## config.mk

```make
export PLATFORM = sky130hd
export DESIGN_NAME = round_robin_ready_batch_selector
export DESIGN_NICKNAME = d
export VERILOG_FILES = /design/src/sv/rrbs_pkg.sv /design/src/sv/round_robin_ready_batch_selector.sv /design/src/sv/rrbs_pick.sv
export SDC_FILE = /design/constraint.sdc
export NUM_CORES = 1
export LEC_CHECK = 0
export BUFFER_PORTS_ARGS = -buffer_cell sky130_fd_sc_hd__buf_2
export CAP_MARGIN = 20
export CORE_MARGIN = 10
export CORE_UTILIZATION = 23
export DETAILED_ROUTE_END_ITERATION = 16
export PLACE_DENSITY_LB_ADDON = 0.2
export SYNTH_ARGS = -nofsm -noshare
export SYNTH_HDL_FRONTEND = slang
export SYNTH_SLANG_ARGS = --single-unit
```

## constraint.sdc

```tcl
create_clock -name clk_i -period 5.48 [get_ports clk_i]
set_clock_uncertainty 0.2 [all_clocks]
set_input_delay 1.096 -clock clk_i [delete_from_list [all_inputs] [get_ports clk_i]]
set_output_delay 1.096 -clock clk_i [all_outputs]
set_load 0.02 [all_outputs]
```

## src/sv/rrbs_pkg.sv

```systemverilog
// shared types and constants for the round-robin ready batch selector
// holds the command codes, field widths and the search result struct
// no dependencies
package rrbs_pkg;

  localparam int IdW  = 3;
  localparam int CntW = 4;
  localparam int CfgW = 4;
  localparam int IdSpan = 2 ** IdW;

  localparam logic [CfgW-1:0] CfgReset = 4'd8;

  typedef enum logic [2:0] {
    CMD_MARK_READY     = 3'd0,
    CMD_MARK_NOT_READY = 3'd1,
    CMD_ADVANCE        = 3'd2,
    CMD_DROP_ADVANCE   = 3'd3,
    CMD_RUN_QUERY      = 3'd4
  } cmd_e;

  typedef struct packed {
    logic           found;
    logic [IdW-1:0] slot;
  } pick_t;

endpackage

```

## src/sv/round_robin_ready_batch_selector.sv

```systemverilog
// an accepted input beat passes the command register and then the result register
// one beat per cycle while out_stall_i does not hold the output; the command register feeds the
// combinational flag update and rotating search, whose result lands in the output register
// reset: ready flags cleared, owner invalid at slot 0, batches_in_use at 8
// depends on rrbs_pkg and rrbs_pick
module round_robin_ready_batch_selector #(
  parameter int MAX_SLOTS = 8
) (
  input  logic                      clk_i,
  input  logic                      rst_ni,
  input  logic                      cfg_we_i,
  input  logic [rrbs_pkg::CfgW-1:0] cfg_wdata_i,
  input  logic                      in_valid_i,
  output logic                      in_stall_o,
  input  logic [2:0]                cmd_i,
  input  logic [rrbs_pkg::IdW-1:0]  batch_id_i,
  input  logic                      force_req_i,
  output logic                      out_valid_o,
  input  logic                      out_stall_i,
  output logic [rrbs_pkg::IdW-1:0]  owner_id_o,
  output logic                      owner_valid_o,
  output logic [rrbs_pkg::CntW-1:0] ready_count_o,
  output logic                      may_run_o,
  output logic                      none_ready_o,
  output logic                      bad_id_o
);
  import rrbs_pkg::*;

  localparam int NumFlags = (MAX_SLOTS < IdSpan) ? MAX_SLOTS : IdSpan;

  // configuration and selector state
  logic [CfgW-1:0]     biu_q;
  logic [NumFlags-1:0] flags_q, flags_d;
  logic [IdW-1:0]      owner_q, owner_d;
  logic                present_q, present_d;

  // command register
  logic           s1_valid_q;
  cmd_e           s1_cmd_q;
  logic [IdW-1:0] s1_id_q;
  logic           s1_force_q;

  // result register
  logic            out_valid_q;
  logic [IdW-1:0]  owner_id_q;
  logic            owner_valid_q;
  logic [CntW-1:0] count_q;
  logic            may_run_q, none_q, bad_q;

  logic            out_free, s1_fire, s1_load;
  logic [CfgW-1:0] n_eff, m_eff, start_w;
  logic [IdW-1:0]  start;
  logic [NumFlags-1:0] mask, sel, flags_mid;
  logic            id_ok;
  pick_t           pick;
  logic            may_run_d, none_d, bad_d;
  logic [CntW-1:0] count_d;
  logic [IdW-1:0]  owner_id_d;

  assign out_free   = !out_valid_q || !out_stall_i;
  assign s1_fire    = s1_valid_q && out_free;
  assign s1_load    = !s1_valid_q || out_free;
  assign in_stall_o = !s1_load;

  // slot count limits
  always_comb begin
    if (biu_q == '0) begin
      n_eff = CfgW'(1);
    end else if (int'(biu_q) > MAX_SLOTS) begin
      n_eff = CfgW'(MAX_SLOTS);
    end else begin
      n_eff = biu_q;
    end
    m_eff = (int'(n_eff) > NumFlags) ? CfgW'(NumFlags) : n_eff;
    id_ok = {1'b0, s1_id_q} < n_eff;
    for (int i = 0; i < NumFlags; i++) begin
      mask[i] = CfgW'(i) < m_eff;
      sel[i]  = s1_id_q == IdW'(i);
    end
  end

  // search start, owner slot checked last
  always_comb begin
    start_w = present_q ? (CfgW'(owner_q) + CfgW'(1)) : '0;
    if (start_w >= m_eff) begin
      start_w = '0;
    end
    start = start_w[IdW-1:0];
  end

  assign flags_mid = (s1_cmd_q == CMD_DROP_ADVANCE) ? (flags_q & ~sel) : flags_q;

  rrbs_pick #(
    .NUM_FLAGS(NumFlags)
  ) u_pick (
    .flags_i(flags_mid & mask),
    .start_i(start),
    .pick_o (pick)
  );

  // next state
  always_comb begin
    flags_d   = flags_q;
    owner_d   = owner_q;
    present_d = present_q;
    none_d    = 1'b0;
    bad_d     = 1'b0;
    if (s1_cmd_q inside {CMD_MARK_READY, CMD_MARK_NOT_READY, CMD_DROP_ADVANCE,
                         CMD_RUN_QUERY} && !id_ok) begin
      bad_d = 1'b1;
    end else begin
      case (s1_cmd_q)
        CMD_MARK_READY: begin
          flags_d = flags_q | sel;
        end
        CMD_MARK_NOT_READY: begin
          flags_d = flags_q & ~sel;
        end
        CMD_ADVANCE, CMD_DROP_ADVANCE, CMD_RUN_QUERY: begin
          flags_d = flags_mid;
          if (s1_cmd_q != CMD_RUN_QUERY || !present_q) begin
            if (pick.found) begin
              owner_d   = pick.slot;
              present_d = 1'b1;
            end else if (s1_force_q || s1_cmd_q != CMD_ADVANCE) begin
              owner_d   = '0;
              present_d = 1'b0;
              none_d    = 1'b1;
            end
          end
        end
        default: begin
        end
      endcase
    end
  end

  // result fields
  always_comb begin
    count_d = '0;
    for (int i = 0; i < NumFlags; i++) begin
      count_d = count_d + CntW'(flags_d[i] && mask[i]);
    end
    owner_id_d = present_d ? owner_d : '0;
    may_run_d  = (s1_cmd_q == CMD_RUN_QUERY) && !bad_d && present_d
                 && (owner_d == s1_id_q);
  end

  always_ff @(posedge clk_i or negedge rst_ni) begin
    if (!rst_ni) begin
      biu_q       <= CfgReset;
      flags_q     <= '0;
      owner_q     <= '0;
      present_q   <= 1'b0;
      s1_valid_q  <= 1'b0;
      out_valid_q <= 1'b0;
    end else begin
      if (cfg_we_i) begin
        biu_q <= cfg_wdata_i;
      end
      if (s1_load) begin
        s1_valid_q <= in_valid_i;
      end
      if (s1_fire) begin
        flags_q   <= flags_d;
        owner_q   <= owner_d;
        present_q <= present_d;
      end
      if (out_free) begin
        out_valid_q <= s1_valid_q;
      end
    end
  end

  always_ff @(posedge clk_i) begin
    if (s1_load && in_valid_i) begin
      s1_cmd_q   <= cmd_e'(cmd_i);
      s1_id_q    <= batch_id_i;
      s1_force_q <= force_req_i;
    end
    if (s1_fire) begin
      owner_id_q    <= owner_id_d;
      owner_valid_q <= present_d;
      count_q       <= count_d;
      may_run_q     <= may_run_d;
      none_q        <= none_d;
      bad_q         <= bad_d;
    end
  end

  assign out_valid_o   = out_valid_q;
  assign owner_id_o    = owner_id_q;
  assign owner_valid_o = owner_valid_q;
  assign ready_count_o = count_q;
  assign may_run_o     = may_run_q;
  assign none_ready_o  = none_q;
  assign bad_id_o      = bad_q;

`ifndef NO_ASSERTIONS
  a_no_owner_zero: assert property (@(posedge clk_i) disable iff (!rst_ni)
    out_valid_o && !owner_valid_o |-> owner_id_o == '0)
    else $error("invalid owner reported with nonzero slot");

  a_none_no_owner: assert property (@(posedge clk_i) disable iff (!rst_ni)
    out_valid_o && none_ready_o |-> !owner_valid_o)
    else $error("none_ready with a valid owner");

  a_run_owner: assert property (@(posedge clk_i) disable iff (!rst_ni)
    out_valid_o && may_run_o |-> owner_valid_o && !bad_id_o)
    else $error("may_run without a valid owner");

  a_bad_quiet: assert property (@(posedge clk_i) disable iff (!rst_ni)
    out_valid_o && bad_id_o |-> !none_ready_o && !may_run_o)
    else $error("bad id beat carries search flags");

  a_count_range: assert property (@(posedge clk_i) disable iff (!rst_ni)
    out_valid_o |-> int'(ready_count_o) <= NumFlags)
    else $error("ready count above slot count");
`endif

endmodule

```

## src/sv/rrbs_pick.sv

```systemverilog
// rotating priority search over the masked ready flags
// picks the first set flag at or after the start slot, else the first below it
// depends on rrbs_pkg
module rrbs_pick #(
  parameter int NUM_FLAGS = 8
) (
  input  logic [NUM_FLAGS-1:0]     flags_i,
  input  logic [rrbs_pkg::IdW-1:0] start_i,
  output rrbs_pkg::pick_t          pick_o
);
  import rrbs_pkg::*;

  logic [NUM_FLAGS-1:0] upper;
  pick_t                res;

  always_comb begin
    for (int i = 0; i < NUM_FLAGS; i++) begin
      upper[i] = flags_i[i] && (IdW'(i) >= start_i);
    end
  end

  always_comb begin
    res.found = |flags_i;
    res.slot  = '0;
    // wrapped part first, lowest index wins
    for (int i = NUM_FLAGS - 1; i >= 0; i--) begin
      if (flags_i[i]) begin
        res.slot = IdW'(i);
      end
    end
    if (|upper) begin
      for (int i = NUM_FLAGS - 1; i >= 0; i--) begin
        if (upper[i]) begin
          res.slot = IdW'(i);
        end
      end
    end
  end

  assign pick_o = res;

endmodule

```

==> results.sh <==
export IMPL_status="complete, no violations"
export IMPL_required_ns=5.32
export IMPL_nets=340
export IMPL_antenna_found_initial=0
export IMPL_critPathArrivalTime_ns=4.94
export IMPL_cts_buffer_depth=2
export IMPL_crit_slowest_cell="dfstp_2"
export IMPL_synth_ff_type="edfxtp_1"
export IMPL_critPathKind="reg -> reg"
export IMPL_dp_hpwl_um=5610
export IMPL_critical_path_top_delay_family="adder cells"
export IMPL_grt_pass1_wl_um=12100
export IMPL_root_buffer="clkbuf_16"
export IMPL_hold_path_class="reg -> reg"
export IMPL_coreArea_mm2=0.0115
export IMPL_drtIter0Drc=136
export IMPL_overflow=0
export IMPL_critPathMaxStageDelay_ns=0.67
export IMPL_drc=0
export IMPL_synth_async_sr_flop_share_pct=50.0
export IMPL_powerDensity_mw_per_mm2=415
export IMPL_tightestPinTransition_ns=0.681
export IMPL_leakagePower_uw=0.00126
export IMPL_holdBufCountCts=0
export IMPL_yosys_warnings=0
export IMPL_final_util_pct=27.3
export IMPL_io_pins=29
export IMPL_peakVddDrop_mv=0.148
export IMPL_whs_ns=0.295
export IMPL_cts_buffers_inserted=5
export IMPL_fillers=1209
export IMPL_die_x_um=128
export IMPL_start_util_pct=23.5
export IMPL_cap_violations=0
export IMPL_vias=2248
export IMPL_synth_area_leaders="edfxtp_1 20%, dfrtp_1 16%, a21oi_1 4.6%, ha_1 4.6%, nor2_1 3.5%"
export IMPL_start_kind="register"
export IMPL_finalMaxSlewViolations=0
export IMPL_yosysTopAreaCellShare_pct=20.0
export IMPL_synth_edf_count=18
export IMPL_syn_area_per_cell_um2=9.43
export IMPL_clock_sinks=36
export IMPL_critPathCaptureType="register"
export IMPL_finalCritPeriodShare_pct=93.0
export IMPL_rows=39
export IMPL_synth_top_cell_by_area="edfxtp_1"
export IMPL_synth_fp_nets=316
export IMPL_htreeDepth=2
export IMPL_slew_headroom_pct=54.6
export IMPL_rsz0062_at_grt="no"
export IMPL_grt_pass1_vias=2250
export IMPL_routedWlPerCell_um=16.1
export IMPL_cts_resized=0
export IMPL_synth_area_mm2=0.00270
export IMPL_drt_first_pass_iters=4
export IMPL_hold_viol_final=0
export IMPL_drive_gt1_share_pct=19.6
export IMPL_cp_cell_sequence="inv_1 -> nand2_1 -> ha_1 -> o21ai_0 -> a21oi_1 -> and2_1 -> nor3_2 -> a21oi_1 -> a211oi_1 -> fa_1 -> inv_1 -> fa_1 -> inv_1 -> fa_1 -> ha_1 -> inv_1 -> fa_1 -> inv_1"
export IMPL_cp_max_fo=15
export IMPL_period_minus_slack_ns=5.10
export IMPL_gp_congestion=0.854
export IMPL_grt_max_degree=20
export IMPL_synth_cell_types=63
export IMPL_clk_pin_slew_ns=0.06
export IMPL_port_buffers=28
export IMPL_max_freq_mhz=196
export IMPL_setup_violations=0
export IMPL_die_area_mm2=0.0165
export IMPL_clkLatencyLatePin_ns=0.28
export IMPL_synthTopCellsByCount="25 x a21oi_1, 25 x nor2_1, 22 x nand2_1"
export IMPL_path_buf_inv=5
export IMPL_area_growth_syn_to_layout_pct=16.1
export IMPL_wirelength_um=7320
export IMPL_grt_usage_pct=9.06
export IMPL_path_common_cell="inv_1"
export IMPL_die_h_um=128
export IMPL_vias_per_cell=4.95
export IMPL_cts_tree="built"
export IMPL_ant_nets=0
export IMPL_ys_ff_latch=36
export IMPL_post_cts_buffers=0
export IMPL_seq_area_frac_synth_pct=36.8
export IMPL_syn_inst=286
export IMPL_tns_ns=0
export IMPL_antenna_cells=0
-- layout make-up --
| type | instances | area [um2] | area share, % |
|---|---|---|---|
| flip-flops and latches | 36 | 992 | 31.7 |
| clock buffers | 7 | 143 | 4.55 |
| multi-input cells | 219 | 1590 | 50.6 |
| well taps | 143 | 179 | 5.71 |
| inverters | 17 | 63.8 | 2.04 |
| repair buffers | 31 | 163 | 5.19 |
| clock inverters | 1 | 7.51 | 0.240 |
-- power by group --
part / switching [uW] / internal (uW) / total [uW] / leakage (uW)
Sequential: 63.5 / 358 / 421 / 0.000398
Combinational: 351 / 235 / 586 / 0.000788
Clock: 111 / 181 / 292 / 0.0000701
Total: 526 / 774 / 1300 / 0.00126
-- cells in the final DEF, fill, tap and decap left out, drive strengths merged, types with 4 or more instances in the layout --
master  count
a211o       6
a211oi      9
a21oi      25
a31o        4
a31oi      10
and2        6
buf        31
clkbuf      7
dfrtp      17
edfxtp     18
fa          4
ha         10
inv        17
mux2        5
nand2      22
nand2b      8
nand3       4
nor2       25
nor2b       5
nor3        8
o21ai      11
xnor2       4
-- logic make-up (layout without fill, tap and decap cells) --
family | count (synthesis) | after routing | share of synthesized area (%)
and+or+nand+nor | 99 | 99 | 20.7
adders and majority gates | 14 | 14 | 7.61
xor gates and xnor gates | 5 | 5 | 1.62
AOI/OAI and AO/OA | 96 | 96 | 26.5
muxes | 5 | 5 | 2.09
DFF | 36 | 36 | 36.8
buffers and inverters | 31 | 56 | 4.68
-- layer usage --
metal	GRT usage (%)	up-vias	wire, um
li1	-	1125	-
met1	12.8	1065	3680
met2	13.7	56	3220
met3	2.23	2	374
met4	1.59	0	40
met5	0	-	0
-- final timing paths --
check / endpoint / slack, ns / startpoint / depth (start not counted)
min in group asynchronous: flags_q[0] / 0.56 / rst_ni / 1
hold / removal: out_valid_o / 0.29 / s1_valid_q / 1
setup / recovery: ready_count_o[1] / 0.38 / biu_q[3] / 18
max in group asynchronous: biu_q[3] / 4.17 / rst_ni / 1
setup reg to reg: ready_count_o[1] / 0.38 / biu_q[3] / 18
hold reg to reg: out_valid_o / 0.29 / s1_valid_q / 1
-- through the flow --
step	std cells	area, um2	setup WS, ns	power (uW)
6_report	454	3130	0.384	1300
5_1_grt	454	3130	0.000461	1420
4_1_cts	454	3130	0.348	1320
3_5_place_dp	446	2980	0.348	1010
3_3_place_gp	446	2980	0.436	1010
2_1_floorplan	286	2700	0.480	860
-- registers in the layout (all words and copies together) (netlist names) --
signal,flops
out_valid_o,1
biu_q,4
owner_id_o,3
owner_q,3
none_ready_o,1
bad_id_o,1
ready_count_o,4
may_run_o,1
s1_id_q,3
flags_q,8
s1_cmd_q,3
s1_force_q,1
present_q,1
s1_valid_q,1
owner_valid_o,1
(Power assumes the default switching activity.)
